**src/rtl/dbg_pkg.sv**
```systemverilog
// ----------------------------------------------------------------------------
// dbg_pkg
// Shared types and constants of the two-channel random gate router.
// ----------------------------------------------------------------------------
package dbg_pkg;

  // galois feedback taps and full-scale probability
  localparam logic [31:0] LfsrTaps  = 32'hD000_0001;
  localparam int unsigned HalfBits  = 16;
  localparam int unsigned ThrBits   = 17;

  // register indexes on the configuration port
  localparam logic [1:0] RegToggle = 2'd0;
  localparam logic [1:0] RegLatch  = 2'd1;
  localparam logic [1:0] RegSeed   = 2'd2;

  typedef struct packed {
    logic [1:0]  toggle;
    logic [1:0]  latch;
    logic        reload;
    logic [31:0] seed;
  } cfg_t;

  typedef struct packed {
    logic out_a;
    logic out_b;
    logic fresh;
  } res_t;

endpackage

```
**src/rtl/dbg_cfg.sv**
```systemverilog
// ----------------------------------------------------------------------------
// dbg_cfg
// Configuration registers behind the APB-style port.
// ----------------------------------------------------------------------------
module dbg_cfg import dbg_pkg::*; (
  input  logic        clk_i,
  input  logic        rst_ni,
  input  logic        psel,
  input  logic        penable,
  input  logic        pwrite,
  input  logic [3:0]  paddr,
  input  logic [31:0] pwdata,
  output logic [31:0] prdata,
  output logic        pready,
  output cfg_t        cfg_o
);

  logic [1:0]  toggle_q, toggle_d;
  logic [1:0]  latch_q, latch_d;
  logic [31:0] seed_q, seed_d;
  logic        wr_en;
  logic        seed_wr;
  logic [1:0]  reg_idx;

  assign pready  = 1'b1;
  assign reg_idx = paddr[3:2];
  assign wr_en   = psel && penable && pwrite;
  assign seed_wr = wr_en && (reg_idx == RegSeed);

  always_comb begin
    toggle_d = toggle_q;
    latch_d  = latch_q;
    seed_d   = seed_q;
    if (wr_en) begin
      case (reg_idx)
        RegToggle: toggle_d = pwdata[1:0];
        RegLatch:  latch_d  = pwdata[1:0];
        RegSeed:   seed_d   = pwdata;
        default:   ;
      endcase
    end
  end

  always_ff @(posedge clk_i or negedge rst_ni) begin
    if (!rst_ni) begin
      toggle_q <= 2'b00;
      latch_q  <= 2'b00;
      seed_q   <= 32'd1;
    end else begin
      toggle_q <= toggle_d;
      latch_q  <= latch_d;
      seed_q   <= seed_d;
    end
  end

  always_comb begin
    case (reg_idx)
      RegToggle: prdata = {30'd0, toggle_q};
      RegLatch:  prdata = {30'd0, latch_q};
      RegSeed:   prdata = seed_q;
      default:   prdata = 32'd0;
    endcase
  end

  // reload uses the written word directly so the generator matches the new seed
  assign cfg_o.toggle = toggle_q;
  assign cfg_o.latch  = latch_q;
  assign cfg_o.reload = seed_wr;
  assign cfg_o.seed   = pwdata;

endmodule

```
**src/rtl/dbg_core.sv**
```systemverilog
// ----------------------------------------------------------------------------
// dbg_core
// Generator, per-channel gate state and the decision logic for one word.
// ----------------------------------------------------------------------------
module dbg_core import dbg_pkg::*; (
  input  logic               clk_i,
  input  logic               rst_ni,
  input  cfg_t               cfg_i,
  input  logic               step_i,
  input  logic               channel_i,
  input  logic               gate_i,
  input  logic [ThrBits-1:0] threshold_i,
  output res_t               res_o
);

  logic [31:0] lfsr_q, lfsr_d;
  logic [1:0]  last_gate_q, last_gate_d;
  logic [1:0]  last_out_q, last_out_d;
  logic [1:0]  level_a_q, level_a_d;
  logic [1:0]  level_b_q, level_b_d;

  logic [HalfBits-1:0] slice;
  logic                hit;
  logic                outcome;
  logic                rise;
  logic                fall;

  assign slice   = channel_i ? lfsr_q[31:16] : lfsr_q[15:0];
  // a threshold of full scale or above always hits, which picks output a unless toggle inverts it
  assign hit     = threshold_i[ThrBits-1] || (slice < threshold_i[HalfBits-1:0]);
  assign outcome = hit ^ (cfg_i.toggle[channel_i] & last_out_q[channel_i]);
  assign rise    = gate_i && !last_gate_q[channel_i];
  assign fall    = !gate_i && last_gate_q[channel_i] && !cfg_i.latch[channel_i];

  always_comb begin
    lfsr_d      = lfsr_q;
    last_gate_d = last_gate_q;
    last_out_d  = last_out_q;
    level_a_d   = level_a_q;
    level_b_d   = level_b_q;
    if (cfg_i.reload) begin
      lfsr_d      = (cfg_i.seed == 32'd0) ? 32'd1 : cfg_i.seed;
      last_gate_d = 2'b00;
      last_out_d  = 2'b00;
      level_a_d   = 2'b00;
      level_b_d   = 2'b00;
    end else if (step_i) begin
      lfsr_d = (lfsr_q >> 1) ^ (lfsr_q[0] ? LfsrTaps : 32'd0);
      if (rise) begin
        last_out_d[channel_i] = outcome;
        level_a_d[channel_i]  = outcome;
        level_b_d[channel_i]  = ~outcome;
      end else if (fall) begin
        level_a_d[channel_i]  = 1'b0;
        level_b_d[channel_i]  = 1'b0;
      end
      last_gate_d[channel_i] = gate_i;
    end
  end

  always_ff @(posedge clk_i or negedge rst_ni) begin
    if (!rst_ni) begin
      lfsr_q      <= 32'd1;
      last_gate_q <= 2'b00;
      last_out_q  <= 2'b00;
      level_a_q   <= 2'b00;
      level_b_q   <= 2'b00;
    end else begin
      lfsr_q      <= lfsr_d;
      last_gate_q <= last_gate_d;
      last_out_q  <= last_out_d;
      level_a_q   <= level_a_d;
      level_b_q   <= level_b_d;
    end
  end

  assign res_o.out_a = level_a_d[channel_i];
  assign res_o.out_b = level_b_d[channel_i];
  assign res_o.fresh = rise;

endmodule

```
**src/rtl/dual_bernoulli_gate_top.sv**
```systemverilog
// ----------------------------------------------------------------------------
// dual_bernoulli_gate_top
// Two-channel random gate router with APB-style configuration.
// ----------------------------------------------------------------------------
// The block takes one word per clock cycle while its input is not stalled and
// returns one result word for each, in order. A word is captured in an input
// register, decided against the shared generator and channel state as it
// moves on, and held in the result register until the output side takes it.
// The input register doubles as the skid stage: a new word is taken while a
// finished result still waits, and the input stalls only while both registers
// are full and the output side is stalled.
// Writing the seed register reloads the generator and clears both channels;
// configuration is expected only while no word is in flight.
module dual_bernoulli_gate_top import dbg_pkg::*; (
  input  logic               clk_i,
  input  logic               rst_ni,
  input  logic               in_valid_i,
  output logic               in_stall_o,
  input  logic               channel_i,
  input  logic               gate_i,
  input  logic [ThrBits-1:0] threshold_i,
  output logic               out_valid_o,
  input  logic               out_stall_i,
  output logic               out_a_o,
  output logic               out_b_o,
  output logic               fresh_o,
  input  logic               psel,
  input  logic               penable,
  input  logic               pwrite,
  input  logic [3:0]         paddr,
  input  logic [31:0]        pwdata,
  output logic [31:0]        prdata,
  output logic               pready
);

  cfg_t cfg;
  res_t res;

  logic               s0_valid_q, s0_valid_d;
  logic               s0_chan_q;
  logic               s0_gate_q;
  logic [ThrBits-1:0] s0_thr_q;
  logic               out_valid_q, out_valid_d;
  res_t               out_q;
  logic               advance;
  logic               in_take;

  dbg_cfg u_cfg (
    .clk_i   (clk_i),
    .rst_ni  (rst_ni),
    .psel    (psel),
    .penable (penable),
    .pwrite  (pwrite),
    .paddr   (paddr),
    .pwdata  (pwdata),
    .prdata  (prdata),
    .pready  (pready),
    .cfg_o   (cfg)
  );

  dbg_core u_core (
    .clk_i       (clk_i),
    .rst_ni      (rst_ni),
    .cfg_i       (cfg),
    .step_i      (advance),
    .channel_i   (s0_chan_q),
    .gate_i      (s0_gate_q),
    .threshold_i (s0_thr_q),
    .res_o       (res)
  );

  // word moves on when the result register is free or being emptied
  assign advance    = s0_valid_q && (!out_valid_q || !out_stall_i);
  assign in_stall_o = s0_valid_q && !advance;
  assign in_take    = in_valid_i && !in_stall_o;

  assign s0_valid_d  = in_take || (s0_valid_q && !advance);
  assign out_valid_d = advance || (out_valid_q && out_stall_i);

  always_ff @(posedge clk_i or negedge rst_ni) begin
    if (!rst_ni) begin
      s0_valid_q  <= 1'b0;
      out_valid_q <= 1'b0;
    end else begin
      s0_valid_q  <= s0_valid_d;
      out_valid_q <= out_valid_d;
    end
  end

  always_ff @(posedge clk_i) begin
    if (in_take) begin
      s0_chan_q <= channel_i;
      s0_gate_q <= gate_i;
      s0_thr_q  <= threshold_i;
    end
    if (advance) begin
      out_q <= res;
    end
  end

  assign out_valid_o = out_valid_q;
  assign out_a_o     = out_q.out_a;
  assign out_b_o     = out_q.out_b;
  assign fresh_o     = out_q.fresh;

endmodule

```
**config.mk**
```make
export PLATFORM = sky130hd
export DESIGN_NAME = dual_bernoulli_gate_top
export DESIGN_NICKNAME = d
export VERILOG_FILES = /design/src/rtl/dbg_pkg.sv /design/src/rtl/dbg_cfg.sv /design/src/rtl/dbg_core.sv /design/src/rtl/dual_bernoulli_gate_top.sv
export SDC_FILE = /design/constraint.sdc
export NUM_CORES = 1
export LEC_CHECK = 0
export CORE_MARGIN = 10
export CORE_UTILIZATION = 30
export CTS_CLUSTER_DIAMETER = 80
export DETAILED_ROUTE_END_ITERATION = 8
export DONT_BUFFER_PORTS = 1
export PLACE_DENSITY = 0.41
export SLEW_MARGIN = 10
export SYNTH_ARGS = -nofsm -noshare
export SYNTH_HDL_FRONTEND = slang
export SYNTH_SLANG_ARGS = --single-unit
export TNS_END_PERCENT = 30
```
**constraint.sdc**
```tcl
create_clock -name clk_i -period 5.5 [get_ports clk_i]
set_clock_uncertainty 0.1 [all_clocks]
set_input_delay 1.1 -clock clk_i [delete_from_list [all_inputs] [get_ports clk_i]]
set_output_delay 1.1 -clock clk_i [all_outputs]
set_load 0.05 [all_outputs]
```
# Word-level counts from Yosys, hierarchy flattened
# Cells that the tools add are included.
word_totals:
  reg_bits: 100
  in_bits: 62
op_classes:
  magnitude_cmp: 3
  eq_ne: 2
  muxes: 37
  n_bitwise: 7
  n_reduce_logical: 30
ops:
  columns: ["op", "n"]
  rows:
  - ["$mux W32", 4]
  - ["$pmux W32 S3", 1]
  - ["$logic_not A32 Y1", 1]
  - ["$xor A31 B32 Y32", 1]
  - ["$mux W2", 13]
  - ["$lt A16 B16 Y1", 1]
  - ["$mux W16", 1]
  - ["$mux W1", 13]
  - ["$logic_and A1 B1 Y1", 11]
  - ["$bwmux W2", 4]
  - ["$reduce_and A2 Y1", 4]
  - ["$logic_not A1 Y1", 7]
  - ["$and A2 B2 Y2", 2]
  - ["$logic_or A1 B1 Y1", 4]
  - ["$reduce_bool A2 Y1", 2]
  - ["$eq A2 B1 Y1 const B", 1]
  - ["$eq A2 B2 Y1 const B", 1]
  - ["$logic_not A2 Y1", 1]
  - ["$lt A1 B2 Y1 const B", 1]
  - ["$not A2 Y2", 1]
  - ["$and A1 B1 Y1", 1]
  - ["$demux W1 S1", 1]
  - ["$ge A1 B1 Y1 const B", 1]
  - ["$not A1 Y1", 1]
  - ["$xor A1 B1 Y1", 1]

# Depth between registers and ports, before layout
# Gate-level depths: netlist of the first run.
depth:
  depth_word: 12
  ltp_mapped: 10
  ltp_nobuf: 8

# Modules after synthesis
# Synthesis of the first run repeated with hierarchy kept, for this count alone.
hier_totals:
  hier_cells: 507
  area_unflattened_um2: 5490.3
modules_own_cells:
  columns: ["mod", "instances", "cells_per_inst", "area_each_um2", "seq_area_each_um2"]
  rows:
  - ["dbg_core", 1, 322, 2840.2, 1002.2]
  - ["dbg_cfg", 1, 155, 1896.8, 902.1]
  - ["dual_bernoulli_gate_top", 1, 30, 753.2, 710.7]

# Worst setup path after synthesis of the first run
# OpenSTA, ideal clock, no wires.
synth_timing:
  kind: "input-to-output"
  startpoint: "in paddr[2]"
  endpoint: "out prdata[0]"
  arrival_ns: 2.525
  required_ns: 4.300
  slack_ns: 1.775
  path_stages: 3
  cell_sequence: "clkbuf_1 > mux2i_1 > o21ai_0"
synth_between:
  elab_chain_cells: 2
  elab_cells_between_ends: 4
synth_lines:
  columns: ["item", "line_no", "source"]
  rows:
  - ["start: declaration", "dual_bernoulli_gate_top.sv:30", "input logic [3:0] paddr,"]
  - ["$eq A2 B2 Y1 (tied with other cells)", "dbg_cfg.sv:57", "case (reg_idx)"]
  - ["$pmux W32 S3 *", "dbg_cfg.sv:57", null]
  - ["end: declaration", "dual_bernoulli_gate_top.sv:32", "output logic [31:0] prdata,"]
# Every way passes the cells marked *; elsewhere a longest branch is shown, timed or not.

# Worst setup path after layout of the first run
layout_timing:
  startpoint: "in paddr[3]"
  endpoint: "out prdata[1]"
# Same word-level chain as after synthesis.

==> impl_metrics.yaml, run 1 <==
timing:
  holdWs_ns: 0.335
  finalCritPeriodShare_pct: 67.6
  slew_headroom_pct: 27.6
  setup-violations-final: 0
  tns_ns: 0
  fmax_mhz: 269
  min_period_ns: 3.72
  rsz0062_at_grt: "false"
  hold_viol: 0
  final_max_slew_viol_count: 0
  worst_pin_slew_ns: 1.09
pwr:
  power_leakage_nw: 2.43
  p_sw_mw: 0.829
  p_per_area_nw_per_um2: 451
  internal_power_mw: 1.64
  p_comb_share_pct: 26.0
  pwr-share-clk_pct: 27.6
  p_seq_share_pct: 46.4
  finalPower_mw: 2.47
  switching_share_pct: 33.6
  irDropWorstVdd_uv: 243
clocking:
  cts_tree: "done"
  cts_made_buffers: 9
  post_cts_buffers: 0
  postCtsHoldBufs: 0
  clockRootBuffer: "clkbuf_16"
  clk_pin_slew_ns: 0.08
  cts_resized: 0
  clockBufferDepth: 2
  clk_latency_ns: 0.35
  cts_num_sinks: 100
  htree_num_levels: 3
synth:
  ys_ff_latch: 100
  ys.flop_type: "dfrtp_1"
  synth_adder_area_share_pct: 3.78
  postSynthCellCount: 489
  synth_top_area_cell: "dfrtp_1"
  synth_compound_area_share_pct: 9.43
  ys_seq_area_share_pct: 52.7
  synth_area_leaders: "dfrtp_1 38%, edfxtp_1 13%, nand2_1 8.5%"
  syn-num-nets: 566
  synthArstFlopShare_pct: 78.0
  synth-xor-area-share_pct: 0.530
  muxShareOfSynthArea_pct: 11.4
  yosys_warnings: 0
  syn_area_per_cell_um2: 10.1
  synth-edff-count: 22
  synthSimpleGateAreaFrac_pct: 18.5
  synth_top_family_by_area: "simple AND/OR/NAND/NOR gates"
  syn-cell-area_um2: 4960
  synth_top_cell_area_share_pct: 38.3
  ys_types: 49
setup_path:
  cp_max_fo: 33
  start_kind: "input port"
  path_class: "input port to output pin"
  crit_arrival_ns: 2.52
  critPathRequiredTime_ns: 4.30
  endpoint_kind: "output pin"
global_route:
  grt_pass1_wl_um: 20700
  grt_pass1_vias: 3588
  gr-total-overflow: 0
  grt_usage_pct: 12.0
  grt_max_degree: 79
  antenna_found_initial: 0
final_layout:
  final_net_count: 555
  layout_common_cells: "112 x nand2_1, 76 x dfrtp_1, 33 x mux2i_1"
  fin_util_pct: 34.1
  antennaDiodeCount: 0
  final_common_cell: "nand2_1"
  areaGrowthSynthToFinish_pct: 10.4
  drive_above_1_share_pct: 10.4
placement:
  dp_hpwl_um: 9610
  port_buffers: 0
  gp_congestion: 0.768
routing:
  drt-initial-drc-count: 186
  wire_per_inst_um: 18.5
  vias_per_cell: 4.88
  drc: 0
  ant_nets: 0
  dr.pass1.iters: 4
  drt_wl_total_um: 13000
  vias: 3411
floorplan:
  die_x_um: 149
  die_area_um2: 22100
  coreArea_um2: 16100
  start_util_pct: 30.9
  boundaryPins: 100
  die_y_um: 149
  num_rows: 46
job:
  drv_cap: 0
hold_path:
  hp-class: "input port to async pin"
status:
  status: "finished, final reports clean"
==> sequential cells by signal (all words and copies together) (netlist names) <==
| register | count |
|---|---|
| u_cfg.seed_q | 32 |
| u_core.lfsr_q | 32 |
| s0_thr_q | 17 |
| u_cfg.latch_q | 2 |
| u_cfg.toggle_q | 2 |
| u_core.last_gate_q | 2 |
| u_core.last_out_q | 2 |
| u_core.level_a_q | 2 |
| u_core.level_b_q | 2 |
| fresh_o | 1 |
| out_a_o | 1 |
| out_b_o | 1 |
| out_valid_o | 1 |
| s0_chan_q | 1 |
| s0_gate_q | 1 |
| s0_valid_q | 1 |
==> stage by stage <==
stage	setup WS, ns	cells	cell area (um2)
2_1_floorplan	1.78	489	4960
3_3_place_gp	1.76	683	5160
3_5_place_dp	1.67	683	5160
4_1_cts	1.67	699	5480
5_1_grt	1.54	699	5480
6_report	1.78	699	5480
==> layout make-up <==
cell class | count | area, um2
fillers | 1653 | 10600
flip-flops and latches | 100 | 2620
multi-input cells | 345 | 2180
well taps | 216 | 270
clock buffers | 11 | 253
inverters | 19 | 71.3
clock inverters | 5 | 66.3
repair buffers | 3 | 22.5
==> power by group through the flow <==
stage               logic (mW)  registers (mW)  clock network (mW)
floorplan                0.542            1.09                   0
global placement         0.631            1.16                   0
detailed placement       0.649            1.17                   0
CTS                      0.653            1.15               0.706
global route             0.740            1.18               0.736
finish                   0.642            1.15               0.681
==> Yosys cell counts (all sizes together) (2+ instances only) <==
master  count
and2       32
o21ai      45
nand3       9
nand2     112
and3        2
mux2i      33
nor3        3
mux2       21
o211ai      6
buf         5
nand3b      2
dfstp       2
dfrtp      76
nand2b      2
nand4       8
ha         15
nor2b       4
nor2        8
a21oi      11
inv        19
o21a        4
nor4        8
nor3b       3
a211oi      2
edfxtp     22
clkbuf     20
xnor2       2
==> cell families after synthesis <==
family	after synthesis
flip-flops	100
AND/OR/NAND/NOR	195
AO/OA/AOI/OAI	77
buffers and inverters	44
XOR/XNOR	3
adder cells (fa/ha/maj)	15
multiplexers	54
other	1
==> worst paths after layout <==
check	startpoint	end	slack, ns	cells past startpoint
worst max register to register	s0_chan_q$_DFFE_PP_	out_b_o$_DFFE_PP_	2.02	8
worst max-delay path	paddr[3]	prdata[1]	1.78	3
max in group asynchronous	rst_ni	u_cfg.seed_q[0]$_DFFE_PN1P_	4.74	0
min in group clk_i	u_cfg.seed_q[0]$_DFFE_PN1P_	u_cfg.seed_q[0]$_DFFE_PN1P_	0.37	2
worst min-delay path	rst_ni	u_cfg.seed_q[7]$_DFFE_PN0P_	0.33	0
worst min register to register	u_cfg.seed_q[0]$_DFFE_PN1P_	u_cfg.seed_q[0]$_DFFE_PN1P_	0.37	2
==> critical path, stage by stage <==
cell and delay [ns]:
nor2b_2 0.74, nand2_1 0.12, o21ai_1 0.55
==> metal layers <==
layer  global-route usage, %  vias up  part of all wire (%)
met2                    16.8       90                    41
li1                        -     1669                     -
met4                    2.53        0                  0.83
met5                       0        -                     0
met3                    5.01        8                   8.0
met1                    16.6     1644                    50
(Power assumes the default switching activity.)
==> run 2, diff against run 1 <==
ABC_AREA = 1   (was not set)
PLACE_DENSITY = 0.42   (was 0.41)
clock period = 3.3 ns   (was 5.5 ns; I/O delays follow)
==> run 2 against run 1 <==
  * Sequential power is 52% higher
  * Count of clock-buffer cells in the layout is 1 higher
  * Combinational power is 52% higher
  * Setup slack worse by 1.1 ns
  * Die area is 0.55% lower
  * Area after synthesis is 0.63% lower
  * Clock power is 59% higher
  * Register-to-register slack worse by 1.4 ns
  * Routed wire length is 5.3% higher
  * Via count is 16% higher
  * Core utilization is 1.4 points higher
==> impl_metrics.yaml, run 2 <==
synth:
  synth.most_common_cell: "nand2_1"
  ys_types: 40
  ys_ff_latch: 100
  synth_area_leaders: "dfrtp_1 39%, edfxtp_1 13%, o21ai_0 9.5%"
  ys.flop_type: "dfrtp_1"
  synth-edff-count: 22
  ys_top_cells_by_count: "110 x nand2_1, 94 x o21ai_0, 87 x inv_1"
  syn-cell-area_um2: 4930
  yosys_warnings: 0
  postSynthCellCount: 579
  syn_area_per_cell_um2: 8.51
  ys_seq_area_share_pct: 53.1
  synthArstFlopShare_pct: 78.0
  syn-num-nets: 656
  synth_top_area_cell: "dfrtp_1"
  synth_top_cell_area_share_pct: 38.6
routing:
  drt_wl_total_um: 13600
  vias_per_cell: 4.80
  dr.pass1.iters: 5
  drt-initial-drc-count: 262
  routed-wl-met3_um: 847
  drc: 0
  wire_per_inst_um: 16.6
  wl_met2_um: 5860
  wl_met1_um: 6650
  ant_nets: 0
  vias: 3942
  top_layer_used: "met4"
timing:
  final_max_slew_viol_count: 0
  setup-violations-final: 0
  rsz0062_at_grt: "false"
  finalCritPeriodShare_pct: 80.2
  tns_ns: 0
  slew_headroom_pct: 54.9
  fmax_mhz: 378
  holdWs_ns: 0.0496
  min_period_ns: 2.65
  worst_pin_slew_ns: 0.676
  hold_viol: 0
floorplan:
  boundaryPins: 100
  die_area_um2: 22000
  die_x_um: 148
  num_rows: 46
  die_y_um: 148
  coreArea_um2: 16000
  start_util_pct: 30.8
clocking:
  clk_pin_slew_ns: 0.07
  clk_latency_ns: 0.35
  cts_num_sinks: 100
  htree_num_levels: 3
  clockBufferDepth: 2
  cts_resized: 0
  clockRootBuffer: "clkbuf_16"
  cts_made_buffers: 9
  cts_tree: "done"
global_route:
  gr-total-overflow: 0
  grt_usage_pct: 12.6
  grt_max_degree: 77
  antenna_found_initial: 0
  grt_pass1_wl_um: 21600
  grt_pass1_vias: 3837
setup_path:
  crit_arrival_ns: 2.66
  start_kind: "flop"
  critPathRequiredTime_ns: 3.31
  cp_max_fo: 43
  path_class: "flop to flop"
  endpoint_kind: "flop"
final_layout:
  final_common_cell: "nand2_1"
  drive_above_1_share_pct: 11.9
  layout_common_cells: "110 x nand2_1, 94 x o21ai_0, 87 x inv_1"
  areaGrowthSynthToFinish_pct: 15.4
  fin_util_pct: 35.5
  top_regs: "u_cfg.seed_q (32), u_core.lfsr_q (32), s0_thr_q (17)"
  final_net_count: 678
  antennaDiodeCount: 0
placement:
  port_buffers: 0
  gp_congestion: 0.812
  dp_hpwl_um: 9910
job:
  drv_cap: 0
pwr:
  p_per_area_nw_per_um2: 667
  power_leakage_nw: 2.68
  irDropWorstVdd_uv: 261
hold_path:
  hp-class: "input port to async pin"
status:
  status: "finished, final reports clean"
[run 2: cell type report]
| cell class | count | area, um2 |
|---|---|---|
| fillers | 1731 | 10300 |
| flip-flops and latches | 100 | 2620 |
| multi-input cells | 359 | 1840 |
| inverters | 93 | 354 |
| repair buffers | 38 | 318 |
| well taps | 216 | 270 |
| clock buffers | 12 | 246 |
| clock inverters | 4 | 48.8 |
[run 2: logic make-up after synthesis]
logic type | synth area share, %
adder cells (fa/ha/maj) | 3.81
AND/OR/NAND/NOR | 16.6
XOR/XNOR | 0.533
AO/OA/AOI/OAI | 16.2
other | 0.0761
buffers and inverters | 9.70
flip-flops | 53.1
[run 2: through the flow]
stage                     std cells  total power [mW]  worst slack, ns  area, um2
after detailed placement        805              2.73            0.625       5370
final                           822              3.79            0.653       5690
after global routing            822              4.07            0.274       5690
after floorplan                 579              2.46            0.737       4930
after CTS                       822              3.85            0.629       5690
after global placement          805              2.70            0.628       5370
[run 2: worst max-delay path, stage by stage, from the launching register on]
cell and delay, ns:
edfxtp_1 0.41, buf_12 0.20, o21ai_0 0.39, ha_1 0.33
a21oi_1 0.14, o21ai_0 0.10, a21oi_1 0.16, nand2_2 0.09
nand2_2 0.08, nand2_4 0.06, nand3_2 0.07, nand2_1 0.05
nand2_1 0.07, nand2_2 0.05, nand2_1 0.05, nand2_1 0.04
[run 2: final timing paths]
check	from	end	slack [ns]	cells past startpoint
worst min register to register	s0_valid_q$_DFF_PN0_	out_valid_o$_DFF_PN0_	0.40	2
min in group clk_i	threshold_i[14]	s0_thr_q[14]$_DFFE_PP_	0.30	0
max in group asynchronous	rst_ni	u_cfg.seed_q[19]$_DFFE_PN0P_	2.68	1
worst max-delay path	s0_chan_q$_DFFE_PP_	out_a_o$_DFFE_PP_	0.65	15
worst min-delay path	rst_ni	u_core.lfsr_q[0]$_DFFE_PN1N_	0.05	0
worst max register to register	s0_chan_q$_DFFE_PP_	out_a_o$_DFFE_PP_	0.65	15
[run 2: what timing repair did]
| action | CTS | global route |
|---|---|---|
| hold buffers | 1 | 0 |
| setup endpoints to repair | 0 | 0 |
| setup buffers | 0 | 0 |
| hold endpoints to repair | 76 | 0 |
[run 2: metal layers]
| metal | vias to the layer above | global-route usage [%] |
|---|---|---|
| li1 | 1928 | - |
| met1 | 1904 | 17.0 |
| met2 | 95 | 18.5 |
| met3 | 15 | 3.49 |
| met4 | 0 | 5.00 |
| met5 | - | 0 |
[run 2: report_power, final]
group,switching [mW],total [mW],internal (mW)
Combinational,0.630,0.973,0.343
Clock,0.467,1.08,0.609
Sequential,0.180,1.75,1.57
==> run 3, diff against run 2 <==
clock period = 2.4 ns   (was 3.3 ns; I/O delays follow)
==> run 3 against run 2 <==
  * The flow now finishes with violations (setup timing)
  * Combinational power rose by 55%
  * Setup slack got worse by 0.82 ns
  * Sequential power increased by 38%
  * Largest cell class unchanged
==> impl_metrics.yaml, run 3 (same netlist as run 2, synthesis figures left out) <==
placement:
  place_ws_ns: -0.239
  gp_congestion: 0.789
  port_buffers: 0
  dp_hpwl_um: 10300
clocking:
  clk_pin_slew_ns: 0.06
  htree_num_levels: 3
  cts_num_sinks: 100
  clockBufferDepth: 2
  cts_made_buffers: 9
  clockRootBuffer: "clkbuf_16"
  cts_tree: "done"
  clk_latency_ns: 0.35
global_route:
  antenna_found_initial: 1
  grt_usage_pct: 13.1
  grt_pass1_wl_um: 22400
  grt_max_degree: 79
  gr-total-overflow: 0
  grt_pass1_vias: 3973
final_layout:
  antennaDiodeCount: 0
  layout_common_cells: "101 x nand2_1, 86 x inv_1, 81 x o21ai_0"
  final.fill_count: 1710
  final_net_count: 696
  drive_above_1_share_pct: 17.8
  areaGrowthSynthToFinish_pct: 21.0
  final_common_cell: "nand2_1"
  top_regs: "u_cfg.seed_q (32), u_core.lfsr_q (32), s0_thr_q (17)"
floorplan:
  die_area_um2: 22000
  start_util_pct: 30.8
  die_y_um: 148
  die_x_um: 148
  num_rows: 46
  boundaryPins: 100
  coreArea_um2: 16000
timing:
  finalCritPeriodShare_pct: 107
  setup-violations-final: 2
  holdWs_ns: 0.124
  final_max_slew_viol_count: 0
  rsz0062_at_grt: "true"
  min_period_ns: 2.57
  tns_ns: -0.286
  hold_viol: 0
  setup_slack_ns: -0.167
  fmax_mhz: 390
setup_path:
  endpoint_kind: "flop"
  start_kind: "flop"
  crit_arrival_ns: 2.57
  path_class: "flop to flop"
  cp-startpoint: "s0_chan_q$_DFFE_PP_"
  r2r_start: "s0_chan_q$_DFFE_PP_"
  cp_max_fo: 18
  reg2reg_depth: 18
  critPathRequiredTime_ns: 2.41
routing:
  ant_nets: 0
  vias_per_cell: 4.73
  drt_wl_total_um: 14000
  drc: 0
  dr.pass1.iters: 6
  drt-initial-drc-count: 311
  vias: 3975
  wire_per_inst_um: 16.7
pwr:
  pwr-share-clk_pct: 26.4
  p_sw_mw: 1.85
  p_per_area_nw_per_um2: 893
  p_comb_share_pct: 28.4
  irDropWorstVdd_uv: 354
  power_leakage_nw: 2.79
  switching_share_pct: 34.7
  finalPower_mw: 5.33
  p_seq_share_pct: 45.3
  internal_power_mw: 3.48
hold_path:
  min-delay-start: "threshold_i[16]"
  hp-class: "input port to flop"
  min_path_cells: 0
job:
  drv_cap: 0
status:
  violations: "setup timing"
  status: "finished with violations"
[run 3: stage by stage]
stage / area [um2] / util, % / std cells
finish: 5970 / 37.3 / 840
global route: 5970 / 37.3 / 840
CTS: 5790 / 36.2 / 833
detailed placement: 5450 / 34.1 / 815
global placement: 5450 / 34.1 / 815
floorplan: 4940 / - / 579
[run 3: metal layers]
layer	part of all wire [%]	vias to the layer above	GRT usage, %
met2	50	88	21.4
met4	1.2	2	3.17
met3	6.8	12	4.82
met1	42	1914	16.0
li1	-	1959	-
met5	0.093	-	0
[run 3: final timing paths]
kind	end	slack [ns]
worst min register to register	u_core.last_gate_q[1]$_DFFE_PN0P_	0.40
max in group asynchronous	u_cfg.seed_q[0]$_DFFE_PN1P_	1.26
worst max-delay path	out_a_o$_DFFE_PP_	-0.17
worst min-delay path	s0_thr_q[16]$_DFFE_PP_	0.12
min in group asynchronous	u_cfg.seed_q[23]$_DFFE_PN0P_	0.59
worst max register to register	out_a_o$_DFFE_PP_	-0.17
[run 3: timing repair]
item,CTS,global route
endpoints found under the hold margin,78,0
hold buffers,2,0
setup endpoints to repair,5,8
resized for setup,11,33
gates cloned,0,0
setup buffers,0,7
pin swaps,2,13
[run 3: final cells by class]
| class | instances | area, um2 | share of cell area (%) |
|---|---|---|---|
| sequential | 100 | 2620 | 43.8 |
| inverter | 93 | 354 | 5.94 |
| tap | 216 | 270 | 4.53 |
| timing repair buffer | 56 | 494 | 8.28 |
| clock inverter | 4 | 23.8 | 0.398 |
| multi-input combinational | 359 | 1950 | 32.7 |
| clock buffer | 12 | 258 | 4.32 |
[run 3: power by group through the flow]
stage	sequential, mW	clock [mW]	combinational [mW]
final	2.41	1.41	1.51
after global routing	2.46	1.53	1.73
after global placement	2.43	0	1.32
after detailed placement	2.44	0	1.35
after floorplan	2.35	0	1.04
after CTS	2.41	1.47	1.41
[run 3: critical path, stage by stage, from the launching register on]
cell and delay (ns):
edfxtp_1 0.38, buf_6 0.15, buf_12 0.15, buf_4 0.13
nand2_1 0.04, o21ai_0 0.11, ha_1 0.21, a21oi_1 0.14
o21ai_0 0.12, a21oi_2 0.19, nand2_4 0.09, nand2_4 0.07
nand2_4 0.07, nand3_4 0.09, nand2_1 0.05, nand2_1 0.07
nand2_2 0.06, nand2_1 0.06, nand2_1 0.05
